File: config.mk
export PLATFORM = sky130hd
export DESIGN_NAME = binary_grid_3x3_threshold_step_unit
export DESIGN_NICKNAME = d
export VERILOG_FILES = /design/src/bg3_pkg.sv /design/src/bg3_line_mem.sv /design/src/binary_grid_3x3_threshold_step_unit.sv
export SDC_FILE = /design/constraint.sdc
export NUM_CORES = 1
export LEC_CHECK = 0
export ABC_AREA = 1
export BUFFER_PORTS_ARGS = -buffer_cell sky130_fd_sc_hd__buf_2
export CAP_MARGIN = 20
export CORE_AREA = 5 5 151 182
export CTS_CLUSTER_SIZE = 12
export DETAILED_ROUTE_END_ITERATION = 8
export DIE_AREA = 0 0 156 187
export SLEW_MARGIN = 20
export SYNTH_ARGS = -nofsm -noshare
export SYNTH_HDL_FRONTEND = slang
export SYNTH_SLANG_ARGS = --single-unit
File: constraint.sdc
create_clock -name i_clk -period 5.7 [get_ports i_clk]
set_clock_uncertainty 0.1 [all_clocks]
set_input_delay 0.285 -clock i_clk [delete_from_list [all_inputs] [get_ports i_clk]]
set_output_delay 0.285 -clock i_clk [all_outputs]
set_load 0.1 [all_outputs]
File: src/bg3_pkg.sv
package bg3_pkg;

    // configuration register indexes
    localparam logic [1:0] CFG_THRESHOLD = 2'd0;
    localparam logic [1:0] CFG_ROWS      = 2'd1;
    localparam logic [1:0] CFG_COLS      = 2'd2;

    localparam int CFG_IDX_W  = 2;
    localparam int CFG_DATA_W = 7;
    localparam int THR_W      = 4;
    localparam int POS_W      = 6;

    localparam logic [THR_W-1:0]      THRESHOLD_RESET = 4'd4;
    localparam logic [CFG_DATA_W-1:0] SIZE_RESET      = 7'd64;
    localparam int                    MIN_SIZE        = 3;

    typedef struct packed {
        logic [POS_W-1:0] row;
        logic [POS_W-1:0] col;
        logic             alive;
        logic             last;
        logic             done;
    } t_result;

endpackage

File: src/bg3_line_mem.sv
// Two stacked line stores in one memory word: bit 1 = previous row, bit 0 = row before.
// Read-modify-write: the read word is registered, the write shifts the new cell in.
module bg3_line_mem #(
    parameter int DEPTH = 64
) (
    input  logic                     i_clk,
    input  logic                     i_rd_en,
    input  logic [$clog2(DEPTH)-1:0] i_rd_addr,
    input  logic                     i_wr_en,
    input  logic [$clog2(DEPTH)-1:0] i_wr_addr,
    input  logic                     i_wr_cell,
    output logic                     o_up1,
    output logic                     o_up2
);

    logic [1:0] r_mem [DEPTH];
    logic [1:0] r_rd;

    always_ff @(posedge i_clk) begin
        if (i_rd_en) begin
            r_rd <= r_mem[i_rd_addr];
        end
        if (i_wr_en) begin
            r_mem[i_wr_addr] <= {i_wr_cell, r_rd[1]};
        end
    end

    assign o_up1 = r_rd[1];
    assign o_up2 = r_rd[0];

endmodule

File: src/binary_grid_3x3_threshold_step_unit.sv
// Channel  | Direction | Handshake                 | Payload
// ---------+-----------+---------------------------+------------------------------------------
// input    | in        | i_valid / o_stall         | i_cell_in
// result   | out       | o_valid / i_stall         | o_out_row o_out_col o_cell_out
//          |           |                           | o_last_of_run o_frame_done
// config   | in        | i_cfg_valid / o_cfg_ready | i_cfg_index i_cfg_data
//
// One cell request per cycle sustained while the result side does not stall; two stages
// (line memory read, then window update and result build). A cell that yields two results
// (interior plus border) holds the input while both drain; the result port moves one per cycle.
// Reset is synchronous, active low; line memory contents are not cleared.
// A stall on the result side backs up through the output slots into o_stall.
module binary_grid_3x3_threshold_step_unit #(
    parameter int MAX_COLS = 64,
    parameter int MAX_ROWS = 64
) (
    input  logic                             i_clk,
    input  logic                             i_rst_n,
    // cell input
    input  logic                             i_valid,
    output logic                             o_stall,
    input  logic                             i_cell_in,
    // results
    output logic                             o_valid,
    input  logic                             i_stall,
    output logic [bg3_pkg::POS_W-1:0]        o_out_row,
    output logic [bg3_pkg::POS_W-1:0]        o_out_col,
    output logic                             o_cell_out,
    output logic                             o_last_of_run,
    output logic                             o_frame_done,
    // configuration
    input  logic                             i_cfg_valid,
    output logic                             o_cfg_ready,
    input  logic [bg3_pkg::CFG_IDX_W-1:0]    i_cfg_index,
    input  logic [bg3_pkg::CFG_DATA_W-1:0]   i_cfg_data
);

    localparam int CW  = $clog2(MAX_COLS);
    localparam int RW  = $clog2(MAX_ROWS);
    localparam int CSW = (CW + 1 > bg3_pkg::CFG_DATA_W) ? CW + 1 : bg3_pkg::CFG_DATA_W;
    localparam int RSW = (RW + 1 > bg3_pkg::CFG_DATA_W) ? RW + 1 : bg3_pkg::CFG_DATA_W;

    // configuration registers
    logic [bg3_pkg::THR_W-1:0]      r_thr;
    logic [bg3_pkg::CFG_DATA_W-1:0] r_rows;
    logic [bg3_pkg::CFG_DATA_W-1:0] r_cols;

    // position of the next cell to arrive
    logic [RW-1:0] r_row;
    logic [CW-1:0] r_col;

    // stage 1: cell whose line memory read is in flight
    logic          r_s1_v;
    logic [RW-1:0] r_s1_row;
    logic [CW-1:0] r_s1_col;
    logic          r_s1_cell;

    logic [8:0]    r_win;

    // output slots: slot0 is on the port, slot1 queued behind it
    bg3_pkg::t_result r_slot0;
    bg3_pkg::t_result r_slot1;
    logic [1:0]       r_out_cnt;

    logic [CSW-1:0] cols_ext, ncols;
    logic [RSW-1:0] rows_ext, nrows;
    logic [CW-1:0]  last_col;
    logic [RW-1:0]  last_row;

    logic           in_acc, cfg_wr, size_wr;
    logic           up1, up2;
    logic [8:0]     win_new;
    logic [bg3_pkg::THR_W-1:0] cnt9;
    logic           due, border, pop, s1_go;
    logic [1:0]     res_n, cnt_after;
    bg3_pkg::t_result res_int, res_bdr, res_a, res_b;

    // saturate the sizes to MIN_SIZE..MAX
    always_comb begin
        cols_ext = CSW'(r_cols);
        rows_ext = RSW'(r_rows);
        if (cols_ext < CSW'(bg3_pkg::MIN_SIZE)) begin
            ncols = CSW'(bg3_pkg::MIN_SIZE);
        end else if (cols_ext > CSW'(MAX_COLS)) begin
            ncols = CSW'(MAX_COLS);
        end else begin
            ncols = cols_ext;
        end
        if (rows_ext < RSW'(bg3_pkg::MIN_SIZE)) begin
            nrows = RSW'(bg3_pkg::MIN_SIZE);
        end else if (rows_ext > RSW'(MAX_ROWS)) begin
            nrows = RSW'(MAX_ROWS);
        end else begin
            nrows = rows_ext;
        end
    end

    assign last_col = CW'(ncols - CSW'(1));
    assign last_row = RW'(nrows - RSW'(1));

    assign o_cfg_ready = 1'b1;
    assign cfg_wr      = i_cfg_valid && o_cfg_ready;
    assign size_wr     = cfg_wr
                      && (i_cfg_index inside {bg3_pkg::CFG_ROWS, bg3_pkg::CFG_COLS});

    assign in_acc = i_valid && !o_stall;

    // Each column is read at accept and written back when its stage-1 slot retires.
    // The same column comes back at least three requests later, after the write.
    bg3_line_mem #(
        .DEPTH (MAX_COLS)
    ) u_line_mem (
        .i_clk     (i_clk),
        .i_rd_en   (in_acc),
        .i_rd_addr (r_col),
        .i_wr_en   (s1_go),
        .i_wr_addr (r_s1_col),
        .i_wr_cell (r_s1_cell),
        .o_up1     (up1),
        .o_up2     (up2)
    );

    // window and result build for the stage-1 cell
    always_comb begin
        win_new = {r_win[5:0], up2, up1, r_s1_cell};
        cnt9    = bg3_pkg::THR_W'($countones(win_new));
        due     = (r_s1_row >= RW'(2)) && (r_s1_col >= CW'(2));
        border  = (r_s1_row == '0) || (r_s1_col == '0)
               || (r_s1_row == last_row) || (r_s1_col == last_col);

        res_int.row   = bg3_pkg::POS_W'(r_s1_row - RW'(1));
        res_int.col   = bg3_pkg::POS_W'(r_s1_col - CW'(1));
        res_int.alive = (cnt9 > r_thr);
        res_int.last  = !border;
        res_int.done  = 1'b0;

        res_bdr.row   = bg3_pkg::POS_W'(r_s1_row);
        res_bdr.col   = bg3_pkg::POS_W'(r_s1_col);
        res_bdr.alive = r_s1_cell;
        res_bdr.last  = 1'b1;
        res_bdr.done  = (r_s1_row == last_row) && (r_s1_col == last_col);

        // interior result goes first when both are due
        res_a = due ? res_int : res_bdr;
        res_b = res_bdr;
        res_n = {1'b0, due} + {1'b0, border};
    end

    assign pop       = (r_out_cnt != 2'd0) && !i_stall;
    assign cnt_after = r_out_cnt - {1'b0, pop};
    // results load only into empty slots; a cell with no result retires freely
    assign s1_go     = r_s1_v && ((res_n == 2'd0) || (cnt_after == 2'd0));
    assign o_stall   = r_s1_v && !s1_go;

    always_ff @(posedge i_clk) begin
        if (!i_rst_n) begin
            r_thr     <= bg3_pkg::THRESHOLD_RESET;
            r_rows    <= bg3_pkg::SIZE_RESET;
            r_cols    <= bg3_pkg::SIZE_RESET;
            r_row     <= '0;
            r_col     <= '0;
            r_s1_v    <= 1'b0;
            r_win     <= '0;
            r_out_cnt <= 2'd0;
        end else begin
            if (cfg_wr) begin
                case (i_cfg_index)
                    bg3_pkg::CFG_THRESHOLD: r_thr  <= i_cfg_data[bg3_pkg::THR_W-1:0];
                    bg3_pkg::CFG_ROWS:      r_rows <= i_cfg_data;
                    bg3_pkg::CFG_COLS:      r_cols <= i_cfg_data;
                    default: ;
                endcase
            end

            // raster position, restarted by a size write
            if (size_wr) begin
                r_row <= '0;
                r_col <= '0;
            end else if (in_acc) begin
                if (r_col == last_col) begin
                    r_col <= '0;
                    r_row <= (r_row == last_row) ? '0 : r_row + RW'(1);
                end else begin
                    r_col <= r_col + CW'(1);
                end
            end

            if (in_acc) begin
                r_s1_v <= 1'b1;
            end else if (s1_go) begin
                r_s1_v <= 1'b0;
            end

            if (size_wr) begin
                r_win <= '0;
            end else if (s1_go) begin
                r_win <= win_new;
            end

            if (s1_go && (res_n != 2'd0)) begin
                r_out_cnt <= res_n;
            end else if (pop) begin
                r_out_cnt <= r_out_cnt - 2'd1;
            end
        end
    end

    // payload registers
    always_ff @(posedge i_clk) begin
        if (in_acc) begin
            r_s1_row  <= r_row;
            r_s1_col  <= r_col;
            r_s1_cell <= i_cell_in;
        end
        if (s1_go && (res_n != 2'd0)) begin
            r_slot0 <= res_a;
            r_slot1 <= res_b;
        end else if (pop) begin
            r_slot0 <= r_slot1;
        end
    end

    assign o_valid       = (r_out_cnt != 2'd0);
    assign o_out_row     = r_slot0.row;
    assign o_out_col     = r_slot0.col;
    assign o_cell_out    = r_slot0.alive;
    assign o_last_of_run = r_slot0.last;
    assign o_frame_done  = r_slot0.done;

endmodule

==> run summary <==
Outcome - finished, final reports clean
Count of final setup violators - 0
I/O pins - 33
Starting density of the core - 0.394
Final ANT Viol Nets - 0
Synth Instances - 1005
Antenna cells - 0
Net switching power - 1.65 mW
Port bufs - 31
Slew Viols, Final - 0
Hold Crit Depth - 4
Post-CTS resize count - 0
MaxCap Viol Count - 0
Seq/Total Area, Yosys - 0.595
Tot GR Track Use - 0.162
Syn Area/Cell - 9.95 sq um
Tot Pwr - 4.62 mW
Logic gate share of total power - 0.280
Maximum root-to-sink buffer count - 3
Row Count - 64
Number of detailed-route iterations in the first pass - 4
Pre-CTS setup slack - 1240 ps
CTS tree - built
PwrDens - 411 nW/um^2
Clk Latency, worst-skew pair - 510 ps
TritonCTS Buffers - 23
Post-Route Utilization - 0.442
Reg-to-Reg End - o_cell_out
Fin crit period - 4440 ps
Yosys Warn Count - 0
Most used DFF post-synth - edfxtp_1
Post-synth design cell area - 10000 sq um
Flop2flop setup slack - 1260 ps
Internal Power - 2.97 mW
Post-synth EDFFs - 172
GRT overflow - 0
First-pass GRT wire length - 38100 um
Crit path kind - flip-flop to flip-flop
Hold Crit Start - i_stall
Setup WS post-layout - 1260 ps
Hold WC Path Type - primary input to flip-flop
HPWL after DPL - 16100 um
Fin. Hold Viols - 0
Worst-Margin Slew - 983 ps
Register bit count reported by yosys - 211
Leading area contributor after synthesis - edfxtp_1
Setup bufs post-CTS - 0
Sinks on Clock Net - 211
Layout cells sized above 1 - 0.108
Full die area - 29200 sq um
DR WL/cell - 17.2 um
Critical Path AT - 4700 ps
Clk pwr share - 0.301
RePlAce Congestion - 0.817
Final WL - 23800 um
Final period util - 0.779
Sequential share of power - 0.419
Data required, critical path - 5960 ps
Core box area - 25400 sq um
Net count, final - 1079
Setup crit start kind - flip-flop
H-tree depth - 1
FFs w/ async S/R, synth - 0
Reg clk slew, reported paths - 60 ps
Total number of vias - 7225
Largest net degree at the start of global routing - 70
Root Driver - clkbuf_16
CP max FO - 25
Most area-consuming cells after synthesis - edfxtp_1 52%, dfxtp_1 7.8%, nor2_1 6.3%, nand2_1 5.1%, o21ai_0 4.9%
RSZ-0062 raised after global routing - false
Synth-to-layout area growth - 12.3%
Vias in the first global route - 7205
Switching share of total power - 0.358
Post-Syn Nets - 1046
Yosys cell types - 42
DIE WIDTH - 156 um
Slew margin rel. - 0.341
Number of remaining DRC errors - 0
LEAKAGE - 4.17 nW
R2R depth - 26
Post-synth top area share - 0.517
Setup crit end kind - flip-flop
Fin Setup TNS - 0 ps
Starting DRT DRC Count - 412
Hold Path End - r_out_cnt[0]
VDD IR max - 0.000223 V
Die Y-Extent - 187 um
Fmax - 225 MHz
Reg2reg start - cols_ext[2]
Initial antenna violation count - 0
Vias/cell - 5.22
==> worst max-delay path by stage <==
stage	from	endpoint	slack, ps
finish	cols_ext[2]	o_cell_out	1260
global route	cols_ext[2]	o_cell_out	810
CTS	cols_ext[2]	o_cell_out	1230
detailed placement	cols_ext[2]	o_cell_out	1240
global placement	cols_ext[2]	o_cell_out	1370
floorplan	r_s1_cell	o_cell_out	1190
==> synth_stat cells (4+ instances only) <==
master / number
a21oi_1: 31
buf_2: 7
clkbuf_1: 26
dfxtp_1: 39
edfxtp_1: 172
fa_1: 5
ha_1: 21
inv_1: 90
inv_2: 7
nand2_1: 135
nand2_2: 15
nand2_4: 5
nand3_1: 54
nand3_2: 8
nand4_1: 15
nor2_1: 167
nor2_2: 4
nor3_1: 17
o211ai_1: 8
o21ai_0: 97
o221ai_1: 14
o22ai_1: 19
xor2_1: 25
==> power groups by stage <==
| stage | sequential [mW] | clock, mW | combinational, mW |
|---|---|---|---|
| 5_1_grt | 1.94 | 1.49 | 1.42 |
| 3_5_place_dp | 1.97 | 0 | 1.30 |
| 4_1_cts | 1.94 | 1.42 | 1.31 |
| 3_3_place_gp | 1.97 | 0 | 1.28 |
| 6_report | 1.93 | 1.39 | 1.30 |
| 2_1_floorplan | 2.32 | 0 | 0.653 |
==> flip-flops by register name, summed over array words and instances (netlist names), 7 cells and up <==
name              count
r_slot1              14
u_line_mem.r_mem    128
r_rows                7
cols_ext              7
==> critical path, cell delays in order (launching register included) <==
cell and delay [ps]:
dfxtp_1 380, nor2_2 170, nand2_2 90, a21oi_1 170
inv_1 70, ha_1 210, nand2_1 110, xor2_2 210
xor2_1 160, inv_1 60, nand3_1 100, inv_1 60
nand2_2 70, nand3_2 100, inv_2 60, ha_1 130
inv_1 70, nand2_1 80, nand2_2 210, inv_2 290
nand2_1 80, buf_4 210, inv_1 630, nand2_1 200
inv_1 120, nand2_1 50, o211ai_1 110
==> kinds of logic (layout without fill, tap and decap cells) <==
kind of cell | Yosys count | count (layout) | share of synthesized area
and+or+nand+nor | 425 | 425 | 0.188
adders and majority gates | 26 | 26 | 0.0363
other | 1 | 1 | 0.000375
DFF | 211 | 211 | 0.595
AOI/OAI and AO/OA | 179 | 179 | 0.102
buffers and inverters | 135 | 184 | 0.0527
xor gates and xnor gates | 28 | 28 | 0.0253
==> routing by layer <==
layer	vias up	share of wire	routed length [um]	global-route usage
met2	165	0.50	11900	0.286
met1	3503	0.43	10200	0.210
met4	0	0.021	498	0.0391
met5	-	0	0	0
met3	30	0.050	1180	0.0215
li1	3527	-	-	-
==> per-stage QoR <==
step                area (sq um)  cells  hold WS (ps)
global placement           10500   1336           344
floorplan                  10000   1005           284
detailed placement         10500   1336           364
global route               11200   1384          8.48
CTS                        11200   1384          3.20
finish                     11200   1384          14.3
==> area by class of cell <==
class | count | area [sq um]
clock buffers | 34 | 637
clock inverters | 7 | 63.8
fillers | 2445 | 14200
inverters | 98 | 368
multi-input cells | 659 | 3530
flip-flops and latches | 211 | 5950
well taps | 330 | 413
repair buffers | 45 | 278
==> layout by cell type, fill, tap and decap left out, types with 19 or more instances in the layout <==
master	netlist	final
a21oi_1	31	31
buf_2	7	31
clkbuf_16	0	23
dfxtp_1	39	38
edfxtp_1	172	172
ha_1	21	21
inv_1	90	88
nand2_1	135	135
nand3_1	54	54
nor2_1	167	167
o21ai_0	97	97
o22ai_1	19	19
xor2_1	25	25
==> timing repair <==
item | in CTS | in global routing
setup endpoints to repair | 0 | 0
hold buffers | 7 | 0
endpoints found under the hold margin | 10 | 0
No activity file was read; power rests on OpenSTA's default activity.
